## src/rtl/acw_pkg.sv

```systemverilog
package acw_pkg;

  localparam int VALUE_BITS     = 32;
  localparam int FACTOR_BITS    = 17;
  localparam int FACTOR_SHIFT   = 16;
  localparam int MODE_BITS      = 4;
  localparam int OP_BITS        = 2;
  localparam int CFG_INDEX_BITS = 3;
  localparam int WHOLE_OUT_BITS = 16;
  localparam int IN_SEG_BITS    = 32;

  localparam int DEFAULT_FRACTION_BITS = 16;
  localparam int DEFAULT_SEGMENT_BITS  = 32;

  localparam logic [VALUE_BITS-1:0]     INIT_WINDOW_RST    = 32'h0001_0000;
  localparam logic [VALUE_BITS-1:0]     INIT_THRESHOLD_RST = 32'hFFFF_FFFF;
  localparam logic [VALUE_BITS-1:0]     INCREASE_STEP_RST  = 32'h0001_0000;
  localparam logic [FACTOR_BITS-1:0]    DECREASE_FACTOR_RST = 17'h0_8000;
  localparam logic [VALUE_BITS-1:0]     THRESHOLD_FLOOR_RST = 32'h0002_0000;
  localparam logic [MODE_BITS-1:0]      MODE_FLAGS_RST     = 4'h0;
  localparam logic [FACTOR_BITS-1:0]    FACTOR_ONE         = 17'h1_0000;
  localparam logic [VALUE_BITS-1:0]     VALUE_MAX          = 32'hFFFF_FFFF;
  localparam logic [WHOLE_OUT_BITS-1:0] WHOLE_MAX          = 16'hFFFF;

  // register indexes
  localparam logic [CFG_INDEX_BITS-1:0] REG_INIT_WINDOW     = 3'd0;
  localparam logic [CFG_INDEX_BITS-1:0] REG_INIT_THRESHOLD  = 3'd1;
  localparam logic [CFG_INDEX_BITS-1:0] REG_INCREASE_STEP   = 3'd2;
  localparam logic [CFG_INDEX_BITS-1:0] REG_DECREASE_FACTOR = 3'd3;
  localparam logic [CFG_INDEX_BITS-1:0] REG_THRESHOLD_FLOOR = 3'd4;
  localparam logic [CFG_INDEX_BITS-1:0] REG_MODE_FLAGS      = 3'd5;

  // mode flag bit positions
  localparam int MODE_CONST_WINDOW  = 0;
  localparam int MODE_NO_GUARD      = 1;
  localparam int MODE_RESET_INITIAL = 2;
  localparam int MODE_IGNORE_MARKS  = 3;

  // event kinds
  localparam logic [OP_BITS-1:0] OP_REQUEST = 2'd0;
  localparam logic [OP_BITS-1:0] OP_RECEIVE = 2'd1;
  localparam logic [OP_BITS-1:0] OP_LOSS    = 2'd2;

  typedef struct packed {
    logic load_req;
    logic load_recv;
    logic add_step;
    logic div_start;
    logic add_quot;
    logic set_recov;
    logic mul;
    logic apply_dec;
    logic post;
    logic dec;
  } acw_cmd_t;

  typedef struct packed {
    logic                 win_lt_thr;
    logic                 recv_gt_recov;
    logic                 div_busy;
    logic [MODE_BITS-1:0] mode;
  } acw_status_t;

endpackage

```

## src/rtl/acw_divider.sv

```systemverilog
module acw_divider #(
  parameter int DIVISOR_BITS = acw_pkg::VALUE_BITS - acw_pkg::DEFAULT_FRACTION_BITS
) (
  input  logic                             clk_i,
  input  logic                             rst_ni,
  input  logic                             start_i,
  input  logic [acw_pkg::VALUE_BITS-1:0]   dividend_i,
  input  logic [DIVISOR_BITS-1:0]          divisor_i,
  output logic                             busy_o,
  output logic [acw_pkg::VALUE_BITS-1:0]   quotient_o
);
  import acw_pkg::*;

  localparam int CntBits = $clog2(VALUE_BITS + 1);

  logic [CntBits-1:0]      cnt_q, cnt_d;
  logic [VALUE_BITS-1:0]   quo_q, quo_d;
  logic [DIVISOR_BITS-1:0] rem_q, rem_d;
  logic [DIVISOR_BITS:0]   rem_shift;
  logic [DIVISOR_BITS:0]   trial;
  logic                    fits;

  // one quotient bit per cycle, restoring
  always_comb begin
    rem_shift = {rem_q, quo_q[VALUE_BITS-1]};
    trial     = rem_shift - {1'b0, divisor_i};
    fits      = rem_shift >= {1'b0, divisor_i};
    cnt_d     = cnt_q;
    quo_d     = quo_q;
    rem_d     = rem_q;
    if (start_i) begin
      cnt_d = CntBits'(VALUE_BITS);
      quo_d = dividend_i;
      rem_d = '0;
    end else if (cnt_q != '0) begin
      cnt_d = cnt_q - 1'b1;
      quo_d = {quo_q[VALUE_BITS-2:0], fits};
      rem_d = fits ? trial[DIVISOR_BITS-1:0] : rem_shift[DIVISOR_BITS-1:0];
    end
  end

  always_ff @(posedge clk_i or negedge rst_ni) begin
    if (!rst_ni) begin
      cnt_q <= '0;
    end else begin
      cnt_q <= cnt_d;
    end
  end

  always_ff @(posedge clk_i) begin
    quo_q <= quo_d;
    rem_q <= rem_d;
  end

  assign busy_o     = cnt_q != '0;
  assign quotient_o = quo_q;

  a_start_busy: assert property (@(posedge clk_i) disable iff (!rst_ni)
    start_i |=> busy_o)
    else $error("divider not busy after start");

endmodule

```

## src/rtl/acw_datapath.sv

```systemverilog
module acw_datapath #(
  parameter int FRACTION_BITS = acw_pkg::DEFAULT_FRACTION_BITS,
  parameter int SEGMENT_BITS  = acw_pkg::DEFAULT_SEGMENT_BITS
) (
  input  logic                                 clk_i,
  input  logic                                 rst_ni,
  input  logic                                 cfg_write_i,
  input  logic [acw_pkg::CFG_INDEX_BITS-1:0]   cfg_index_i,
  input  logic [acw_pkg::VALUE_BITS-1:0]       cfg_data_i,
  input  logic [acw_pkg::IN_SEG_BITS-1:0]      segment_number_i,
  input  acw_pkg::acw_cmd_t                    cmd_i,
  output acw_pkg::acw_status_t                 status_o,
  output logic [acw_pkg::VALUE_BITS-1:0]       window_value_o,
  output logic [acw_pkg::WHOLE_OUT_BITS-1:0]   window_whole_o,
  output logic [acw_pkg::VALUE_BITS-1:0]       threshold_value_o,
  output logic                                 decreased_o
);
  import acw_pkg::*;

  localparam int DivBits  = VALUE_BITS - FRACTION_BITS;
  localparam int WideBits = (SEGMENT_BITS > IN_SEG_BITS) ? SEGMENT_BITS : IN_SEG_BITS;
  localparam int ProdBits = VALUE_BITS + FACTOR_BITS;

  // configuration registers
  logic [VALUE_BITS-1:0]  init_window_q, init_thr_q, step_q, floor_q;
  logic [FACTOR_BITS-1:0] factor_q;
  logic [MODE_BITS-1:0]   mode_q;

  // state
  logic [VALUE_BITS-1:0]   window_q, window_d;
  logic [VALUE_BITS-1:0]   threshold_q, threshold_d;
  logic [SEGMENT_BITS-1:0] recov_q, recv_q, req_q;
  logic [VALUE_BITS:0]     prod_q;

  // result word
  logic [VALUE_BITS-1:0]     out_window_q, out_thr_q;
  logic [WHOLE_OUT_BITS-1:0] out_whole_q;
  logic                      out_dec_q;

  logic [WideBits-1:0]     seg_wide;
  logic [SEGMENT_BITS-1:0] seg;
  logic [DivBits-1:0]      whole, divisor;
  logic [VALUE_BITS-1:0]   whole_ext;
  logic [WHOLE_OUT_BITS-1:0] whole_sat;
  logic [VALUE_BITS-1:0]   addend;
  logic [VALUE_BITS:0]     sum;
  logic [VALUE_BITS-1:0]   sum_sat;
  logic [FACTOR_BITS-1:0]  factor_clamped;
  logic [ProdBits-1:0]     prod_full;
  logic [VALUE_BITS-1:0]   thr_new;
  logic [VALUE_BITS-1:0]   quotient;

  assign seg_wide = WideBits'(segment_number_i);
  assign seg      = seg_wide[SEGMENT_BITS-1:0];

  assign whole     = window_q[VALUE_BITS-1:FRACTION_BITS];
  assign divisor   = (whole == '0) ? DivBits'(1) : whole;
  assign whole_ext = VALUE_BITS'(whole);
  assign whole_sat = (whole_ext > VALUE_BITS'(WHOLE_MAX)) ? WHOLE_MAX
                                                          : whole_ext[WHOLE_OUT_BITS-1:0];

  acw_divider #(
    .DIVISOR_BITS(DivBits)
  ) u_divider (
    .clk_i      (clk_i),
    .rst_ni     (rst_ni),
    .start_i    (cmd_i.div_start),
    .dividend_i (step_q),
    .divisor_i  (divisor),
    .busy_o     (status_o.div_busy),
    .quotient_o (quotient)
  );

  // saturating add of the step or the divided step
  assign addend  = cmd_i.add_quot ? quotient : step_q;
  assign sum     = {1'b0, window_q} + {1'b0, addend};
  assign sum_sat = sum[VALUE_BITS] ? VALUE_MAX : sum[VALUE_BITS-1:0];

  assign factor_clamped = (factor_q > FACTOR_ONE) ? FACTOR_ONE : factor_q;
  assign prod_full      = {{FACTOR_BITS{1'b0}}, window_q} * {{VALUE_BITS{1'b0}}, factor_clamped};
  assign thr_new        = (prod_q > {1'b0, floor_q}) ? prod_q[VALUE_BITS-1:0] : floor_q;

  always_comb begin
    window_d    = window_q;
    threshold_d = threshold_q;
    if (cmd_i.add_step || cmd_i.add_quot) begin
      window_d = sum_sat;
    end else if (cmd_i.apply_dec) begin
      threshold_d = thr_new;
      window_d    = mode_q[MODE_RESET_INITIAL] ? init_window_q : thr_new;
    end
  end

  always_ff @(posedge clk_i or negedge rst_ni) begin
    if (!rst_ni) begin
      init_window_q <= INIT_WINDOW_RST;
      init_thr_q    <= INIT_THRESHOLD_RST;
      step_q        <= INCREASE_STEP_RST;
      factor_q      <= DECREASE_FACTOR_RST;
      floor_q       <= THRESHOLD_FLOOR_RST;
      mode_q        <= MODE_FLAGS_RST;
      window_q      <= INIT_WINDOW_RST;
      threshold_q   <= INIT_THRESHOLD_RST;
      recov_q       <= '0;
      recv_q        <= '0;
      req_q         <= '0;
    end else begin
      if (cfg_write_i) begin
        case (cfg_index_i)
          REG_INIT_WINDOW:     init_window_q <= cfg_data_i;
          REG_INIT_THRESHOLD:  init_thr_q    <= cfg_data_i;
          REG_INCREASE_STEP:   step_q        <= cfg_data_i;
          REG_DECREASE_FACTOR: factor_q      <= cfg_data_i[FACTOR_BITS-1:0];
          REG_THRESHOLD_FLOOR: floor_q       <= cfg_data_i;
          REG_MODE_FLAGS:      mode_q        <= cfg_data_i[MODE_BITS-1:0];
          default: ;
        endcase
      end
      window_q    <= window_d;
      threshold_q <= threshold_d;
      if (cmd_i.load_req) begin
        req_q <= seg;
      end
      if (cmd_i.load_recv && (seg > recv_q)) begin
        recv_q <= seg;
      end
      if (cmd_i.set_recov) begin
        recov_q <= req_q;
      end
    end
  end

  always_ff @(posedge clk_i) begin
    if (cmd_i.mul) begin
      prod_q <= prod_full[ProdBits-1:FACTOR_SHIFT];
    end
    if (cmd_i.post) begin
      out_window_q <= window_q;
      out_whole_q  <= whole_sat;
      out_thr_q    <= threshold_q;
      out_dec_q    <= cmd_i.dec;
    end
  end

  assign status_o.win_lt_thr    = window_q < threshold_q;
  assign status_o.recv_gt_recov = recv_q > recov_q;
  assign status_o.mode          = mode_q;

  assign window_value_o    = out_window_q;
  assign window_whole_o    = out_whole_q;
  assign threshold_value_o = out_thr_q;
  assign decreased_o       = out_dec_q;

  a_thr_floor: assert property (@(posedge clk_i) disable iff (!rst_ni)
    cmd_i.apply_dec |=> threshold_q >= floor_q)
    else $error("threshold below floor after decrease");

endmodule

```

## src/rtl/acw_ctrl.sv

```systemverilog
module acw_ctrl (
  input  logic                          clk_i,
  input  logic                          rst_ni,
  input  logic                          in_valid_i,
  input  logic [acw_pkg::OP_BITS-1:0]   op_i,
  input  logic                          congestion_marked_i,
  output logic                          in_stall_o,
  output logic                          out_valid_o,
  input  logic                          out_stall_i,
  input  acw_pkg::acw_status_t          status_i,
  output acw_pkg::acw_cmd_t             cmd_o
);
  import acw_pkg::*;

  localparam logic [2:0] S_IDLE   = 3'd0;
  localparam logic [2:0] S_DECIDE = 3'd1;
  localparam logic [2:0] S_DIV    = 3'd2;
  localparam logic [2:0] S_MUL    = 3'd3;
  localparam logic [2:0] S_POST   = 3'd4;

  logic [2:0]         state_q, state_d;
  logic [OP_BITS-1:0] op_q, op_d;
  logic               mark_q, mark_d;
  logic               dec_q, dec_d;
  logic               out_valid_q, out_valid_d;
  logic               accept;
  logic               mark_acts;
  logic               do_shrink;
  logic               do_grow;
  logic               guard_ok;
  logic               const_win;

  assign accept    = in_valid_i && (state_q == S_IDLE);
  assign mark_acts = mark_q && !status_i.mode[MODE_IGNORE_MARKS];
  assign do_shrink = (op_q == OP_LOSS) || ((op_q == OP_RECEIVE) && mark_acts);
  assign do_grow   = (op_q == OP_RECEIVE) && !mark_acts;
  assign guard_ok  = status_i.mode[MODE_NO_GUARD] || status_i.recv_gt_recov;
  assign const_win = status_i.mode[MODE_CONST_WINDOW];

  always_comb begin
    state_d     = state_q;
    op_d        = op_q;
    mark_d      = mark_q;
    dec_d       = dec_q;
    out_valid_d = out_valid_q && out_stall_i;
    cmd_o       = '0;
    cmd_o.dec   = dec_q;
    case (state_q)
      S_IDLE: begin
        if (accept) begin
          cmd_o.load_req  = op_i == OP_REQUEST;
          cmd_o.load_recv = op_i == OP_RECEIVE;
          op_d            = op_i;
          mark_d          = congestion_marked_i;
          dec_d           = 1'b0;
          state_d         = S_DECIDE;
        end
      end
      S_DECIDE: begin
        state_d = S_POST;
        if (do_shrink) begin
          if (guard_ok) begin
            cmd_o.set_recov = 1'b1;
            if (!const_win) begin
              cmd_o.mul = 1'b1;
              state_d   = S_MUL;
            end
          end
        end else if (do_grow && !const_win) begin
          if (status_i.win_lt_thr) begin
            cmd_o.add_step = 1'b1;
          end else begin
            cmd_o.div_start = 1'b1;
            state_d         = S_DIV;
          end
        end
      end
      S_DIV: begin
        if (!status_i.div_busy) begin
          cmd_o.add_quot = 1'b1;
          state_d        = S_POST;
        end
      end
      S_MUL: begin
        cmd_o.apply_dec = 1'b1;
        dec_d           = 1'b1;
        state_d         = S_POST;
      end
      S_POST: begin
        // wait for the output register to free up
        if (!out_valid_q || !out_stall_i) begin
          cmd_o.post  = 1'b1;
          out_valid_d = 1'b1;
          state_d     = S_IDLE;
        end
      end
      default: begin
        state_d = S_IDLE;
      end
    endcase
  end

  always_ff @(posedge clk_i or negedge rst_ni) begin
    if (!rst_ni) begin
      state_q     <= S_IDLE;
      out_valid_q <= 1'b0;
      dec_q       <= 1'b0;
    end else begin
      state_q     <= state_d;
      out_valid_q <= out_valid_d;
      dec_q       <= dec_d;
    end
  end

  always_ff @(posedge clk_i) begin
    op_q   <= op_d;
    mark_q <= mark_d;
  end

  assign in_stall_o  = state_q != S_IDLE;
  assign out_valid_o = out_valid_q;

  a_accept_decide: assert property (@(posedge clk_i) disable iff (!rst_ni)
    (in_valid_i && !in_stall_o) |=> state_q == S_DECIDE)
    else $error("accepted word did not move to decide");

  a_div_exit: assert property (@(posedge clk_i) disable iff (!rst_ni)
    (state_q == S_DIV && !status_i.div_busy) |=> state_q == S_POST)
    else $error("division finished without posting");

  a_post_source: assert property (@(posedge clk_i) disable iff (!rst_ni)
    $rose(out_valid_q) |-> $past(state_q) == S_POST)
    else $error("result valid raised outside post");

endmodule

```

## src/rtl/aimd_congestion_window_core.sv

```systemverilog
// Channel   Direction  Handshake              Word
// -------   ---------  ---------------------  ------------------------------------------
// in        input      in_valid_i/in_stall_o   op, segment_number, congestion_marked
// out       output     out_valid_o/out_stall_i window_value, window_whole, threshold_value,
//                                             decreased
// cfg       input      cfg_valid_i/cfg_ready_o cfg_index_i, cfg_data_i
//
// An event word passes through decide and post (request, loss without decrease, growth
// below the threshold), a multiplicative decrease adds a multiply step, and growth at or
// above the threshold adds a wait on the serial divider, which makes one quotient bit per cycle.
// One word is in work at a time; the next one is taken once the result is in the
// output register. A stalled output holds the finished word and delays only the next.
// Reset loads the default registers and window/threshold; cfg is always ready.
module aimd_congestion_window_core #(
  parameter int FRACTION_BITS = acw_pkg::DEFAULT_FRACTION_BITS,
  parameter int SEGMENT_BITS  = acw_pkg::DEFAULT_SEGMENT_BITS
) (
  input  logic                                 clk_i,
  input  logic                                 rst_ni,
  input  logic                                 cfg_valid_i,
  output logic                                 cfg_ready_o,
  input  logic [acw_pkg::CFG_INDEX_BITS-1:0]   cfg_index_i,
  input  logic [acw_pkg::VALUE_BITS-1:0]       cfg_data_i,
  input  logic                                 in_valid_i,
  output logic                                 in_stall_o,
  input  logic [acw_pkg::OP_BITS-1:0]          op_i,
  input  logic [acw_pkg::IN_SEG_BITS-1:0]      segment_number_i,
  input  logic                                 congestion_marked_i,
  output logic                                 out_valid_o,
  input  logic                                 out_stall_i,
  output logic [acw_pkg::VALUE_BITS-1:0]       window_value_o,
  output logic [acw_pkg::WHOLE_OUT_BITS-1:0]   window_whole_o,
  output logic [acw_pkg::VALUE_BITS-1:0]       threshold_value_o,
  output logic                                 decreased_o
);
  import acw_pkg::*;

  acw_cmd_t    cmd;
  acw_status_t status;

  assign cfg_ready_o = 1'b1;

  acw_ctrl u_ctrl (
    .clk_i               (clk_i),
    .rst_ni              (rst_ni),
    .in_valid_i          (in_valid_i),
    .op_i                (op_i),
    .congestion_marked_i (congestion_marked_i),
    .in_stall_o          (in_stall_o),
    .out_valid_o         (out_valid_o),
    .out_stall_i         (out_stall_i),
    .status_i            (status),
    .cmd_o               (cmd)
  );

  acw_datapath #(
    .FRACTION_BITS(FRACTION_BITS),
    .SEGMENT_BITS (SEGMENT_BITS)
  ) u_datapath (
    .clk_i             (clk_i),
    .rst_ni            (rst_ni),
    .cfg_write_i       (cfg_valid_i && cfg_ready_o),
    .cfg_index_i       (cfg_index_i),
    .cfg_data_i        (cfg_data_i),
    .segment_number_i  (segment_number_i),
    .cmd_i             (cmd),
    .status_o          (status),
    .window_value_o    (window_value_o),
    .window_whole_o    (window_whole_o),
    .threshold_value_o (threshold_value_o),
    .decreased_o       (decreased_o)
  );

endmodule

```

## config.mk

```make
export PLATFORM = sky130hd
export DESIGN_NAME = aimd_congestion_window_core
export DESIGN_NICKNAME = d
export VERILOG_FILES = /design/src/rtl/acw_pkg.sv /design/src/rtl/acw_divider.sv /design/src/rtl/acw_datapath.sv /design/src/rtl/acw_ctrl.sv /design/src/rtl/aimd_congestion_window_core.sv
export SDC_FILE = /design/constraint.sdc
export NUM_CORES = 2
export LEC_CHECK = 0
export ABC_AREA = 1
export ABC_CLOCK_PERIOD_IN_PS = 7950
export BUFFER_PORTS_ARGS = -buffer_cell sky130_fd_sc_hd__buf_2
export CORE_MARGIN = 10
export CORE_UTILIZATION = 55
export CTS_CLUSTER_SIZE = 20
export DETAILED_ROUTE_END_ITERATION = 8
export PLACE_DENSITY_LB_ADDON = 0.08
export SLEW_MARGIN = 20
export SYNTH_ARGS = -nofsm -noshare
export SYNTH_HDL_FRONTEND = slang
export SYNTH_HIERARCHICAL = 1
export SYNTH_SLANG_ARGS = --single-unit
```

## constraint.sdc

```tcl
create_clock -name clk_i -period 7.95 [get_ports clk_i]
set_input_delay 1.9875 -clock clk_i [delete_from_list [all_inputs] [get_ports clk_i]]
set_output_delay 1.9875 -clock clk_i [all_outputs]
set_load 0.02 [all_outputs]
```

==> impl_summary.txt <==
----------------------------------------------------
[Synth]
  Yosys top cell area share ... approximately 22%
  Post-synthesis async set-or-reset flop share ... 65.9%
  Count of yosys warnings during synthesis ... 6
  Main synth FF type ... sky130_fd_sc_hd__dfrtp_1
  Leading cell type by number of instances after synthesis ... sky130_fd_sc_hd__nand2_1
  Syn avg cell area ... roughly 8 um2
  Number of flip-flops and latches in the synthesized netlist ... 437
  Post-synthesis net count ... around 6k
  Mapped Cells ... 5163
  Largest area contributor in the netlist ... sky130_fd_sc_hd__fa_1
  Cell area after technology mapping ... ~0.042 mm2
  Top cells by area in the synthesized netlist ... sky130_fd_sc_hd__fa_1, sky130_fd_sc_hd__dfrtp_1, sky130_fd_sc_hd__nand2_1, sky130_fd_sc_hd__edfxtp_1, sky130_fd_sc_hd__ha_1
  EDFF count, synth ... 133
  Synth cell count leaders ... sky130_fd_sc_hd__nand2_1, sky130_fd_sc_hd__inv_1, sky130_fd_sc_hd__fa_1, sky130_fd_sc_hd__nor2_1, sky130_fd_sc_hd__ha_1
  Number of distinct library cells after synthesis ... 63
  Sequential area share after synthesis ... 27.7%

[Final layout]
  Multi-input gate area in the final layout ... 0.0256 mm2
  Synth-to-layout area growth ... 8.31%
  Seq. cell area ... 0.0116 mm2
  Fraction of final layout cells with drive strength greater than 1 ... 9.54%
  Core Util, Final ... 60.4%
  Total Nets Final ... just over 6k
  Number of filler instances in the final layout ... about 6.9k
  Cell area after layout ... 0.0452 mm2
  Final std cells w/o fill ... between 6k and 7k

[Clock network]
  Post-CTS resize count ... 0
  Clock-pin slew on the worst setup and hold paths ... around 0.060 ns
  Root buffer cell ... sky130_fd_sc_hd__clkbuf_16
  Number of hold-repair buffers added at the cts stage ... 0
  Clock insertion delay at the later pin of the skew report ... 0.62 ns
  Num CTS Buffers ... slightly above 50
  Post-CTS setup buffers ... 0
  Number of levels the H-tree was split into ... 2
  Clock Sinks ... 437
  CTS max path bufs ... 3
  TritonCTS clock tree ... yes

[Global routing]
  Overall fraction of global-route tracks in use ... 30.0%
  Number of antenna violations at the first check in global routing ... 5
  First-pass GRT wire length ... around 200000 um
  Overflow left after global routing ... 0
  Pin count of the biggest net entering global routing ... between 150 and 200
  Number of global-route vias before repair ... around 34k

[Floorplan]
  Core outline area ... 0.0748 mm2
  Starting Density ... 55.7%
  Full die area ... slightly below 0.09 mm2
  Num ports ... around 160
  X dimension of the die ... slightly below 300 um
  Y dimension of the die ... between 200 and 300 um
  Floorplan row count ... 100

[Timing]
  Slew of the pin with the lowest slew margin ... around 1.0 ns
  Worst Skew ... 0.0168 ns
  Setup repair after global routing missed its margin ... false
  Final max-slew violation count ... 0
  Setup tns final ... 0 ns
  Final worst path period need ... 7.57 ns
  Max-slew headroom at the worst pin ... 31.0%
  Fraction of the cycle the final worst path needs ... 95.2%
  Final-report hold violation count ... 0
  Final count of negative-setup-slack endpoints ... 0
  Maximum operating frequency ... 0.132 GHz

[Place]
  Dpl cell area ... 0.0434 mm2
  Buffers added on ports ... between 150 and 200
  Placed wire-length estimate after detailed placement ... 102000 um
  Placer's final routability congestion estimate ... 0.965
  Placed Cells incl. Taps ... 6156

[Flow run]
  Number of violations of the max-capacitance limit ... 0

[Min path]
  Hold Crit Depth ... 0
  Path category of the worst min-delay check ... flip-flop to flip-flop
  Worst Hold Path EP ... u_datapath/decreased_o
  Hold wc startpoint ... u_ctrl/dec_q

[Run status]
  Outcome ... completed

[Critical path]
  Reg-to-reg startpoint ... u_datapath/factor_q[4]
  Required time of the critical path ... 8.29 ns
  Kind of critical path ... flip-flop to flip-flop
  Reg-to-reg slack, setup ... 0.38 ns
  Critical Path Sink Type ... flip-flop
  Biggest fanout along the worst timing path ... 14
  Arrival time of data at the critical path endpoint ... approximately 7.9 ns
  R2R Path End ... u_datapath/prod_q[16]
  R2R cell count ... 24
  Critical path launch point type ... flip-flop

[Detailed routing]
  DRC viols ... 0
  Via density per instance ... around 5.5
  Remaining antenna violation count after routing ... 0
  Routed wirelength normalized by instance count ... 20.5 um
  Initial detailed-routing violation count ... 2899
  Pre-antenna DRT Iters ... 6
  Via count of the routed design ... 34.2k
  Post-detailed-routing wire length ... 128000 um

----------------------------------------------------
-- per-stage QoR --
step           worst slack [ns]  hold WS, ns
6_report                  0.380        0.456
5_1_grt                   0.102        0.468
4_1_cts                   0.268        0.455
3_5_place_dp              0.378        0.439
3_3_place_gp              0.382        0.439
2_1_floorplan              1.67        0.442
-- worst max-delay path, stage by stage, from the launching register on --
cell and delay, ns:
sky130_fd_sc_hd__dfrtp_1 0.38, sky130_fd_sc_hd__inv_1 0.17, sky130_fd_sc_hd__nand4_1 0.11, sky130_fd_sc_hd__nor3_1 0.16, sky130_fd_sc_hd__nand3_1 0.09, sky130_fd_sc_hd__and2_4 0.25, sky130_fd_sc_hd__nor2_2 0.38, sky130_fd_sc_hd__buf_4 0.27
sky130_fd_sc_hd__nand2_1 0.09, sky130_fd_sc_hd__fa_1 0.54, sky130_fd_sc_hd__inv_1 0.05, sky130_fd_sc_hd__fa_1 0.51, sky130_fd_sc_hd__fa_1 0.45, sky130_fd_sc_hd__fa_1 0.60, sky130_fd_sc_hd__fa_1 0.57, sky130_fd_sc_hd__inv_1 0.06
sky130_fd_sc_hd__fa_1 0.54, sky130_fd_sc_hd__inv_1 0.05, sky130_fd_sc_hd__ha_1 0.39, sky130_fd_sc_hd__a21oi_1 0.14, sky130_fd_sc_hd__o21ai_0 0.47, sky130_fd_sc_hd__o21bai_1 0.32, sky130_fd_sc_hd__o21bai_1 0.34, sky130_fd_sc_hd__a21oi_1 0.15
sky130_fd_sc_hd__xnor2_2 0.21
-- state kept, by name (all words and copies together), names as in the netlist, 3 cells and up --
name / cells
u_datapath/recv_q: 32
u_datapath/prod_q: 33
u_datapath/u_divider/rem_q: 16
u_datapath/u_divider/quotient_o: 32
u_datapath/recov_q: 32
u_datapath/window_value_o: 30
u_datapath/window_q: 32
u_datapath/step_q: 32
u_datapath/req_q: 32
u_datapath/floor_q: 32
u_datapath/threshold_value_o: 32
u_datapath/mode_q: 4
u_datapath/factor_q: 17
u_datapath/u_divider/cnt_q: 6
u_datapath/threshold_q: 32
u_ctrl/state_q: 3
u_datapath/init_window_q: 32
-- placed cells by master (no fill, tap or decap), drive strengths merged, types with 28 or more instances in the layout --
cell type,n
clkbuf,62
mux2,32
a21oi,174
fa,449
nand3,251
dfrtp,251
nand2,1384
inv,956
xor2,43
nor2,470
dfstp,37
o21a,43
nand4,34
edfxtp,133
o21ai,236
clkinv,28
ha,297
buf,238
-- final cells by class --
type / count / area share, %
multi-input combinational: 3551 / 56.7
sequential: 437 / 25.6
inverter: 961 / 7.98
timing repair buffer: 238 / 3.16
clock buffer: 62 / 3.05
tap: 969 / 2.68
clock inverter: 34 / 0.800
antenna: 7 / 0.0388
-- how the worst max path moves through the flow --
stage                       startpoint               endpoint  slack (ns)  cells past startpoint
2_1_floorplan  u_datapath/factor_q[15]  u_datapath/prod_q[21]        1.67                     29
3_3_place_gp    u_datapath/factor_q[4]  u_datapath/prod_q[29]        0.38                     27
3_5_place_dp    u_datapath/factor_q[4]  u_datapath/prod_q[29]        0.38                     27
4_1_cts        u_datapath/factor_q[14]  u_datapath/prod_q[29]        0.27                     27
5_1_grt         u_datapath/factor_q[4]  u_datapath/prod_q[21]        0.10                     25
6_report        u_datapath/factor_q[4]  u_datapath/prod_q[16]        0.38                     24
-- cell families after synthesis --
| logic type | Yosys count | synth area share (%) |
|---|---|---|
| AOI/OAI and AO/OA | 521 | 6.99 |
| adders and majority gates | 746 | 30.5 |
| buffers and inverters | 1175 | 11.1 |
| DFF | 437 | 27.7 |
| xor gates and xnor gates | 56 | 1.18 |
| and+or+nand+nor | 2195 | 21.7 |
| muxes | 32 | 0.864 |
| other | 1 | 0.00899 |
-- per-layer routing --
layer | global-route usage, % | up-vias | part of all wire (%)
met2 | 47.1 | 1245 | 45
met5 | 0 | - | 0
li1 | - | 16000 | -
met3 | 5.39 | 220 | 8.9
met1 | 41.9 | 16700 | 43
met4 | 9.15 | 0 | 3.3
Power is left out: the tool's default activity adds up to more than one toggle a clock period on the data nets, which glitch-free logic cannot reach.
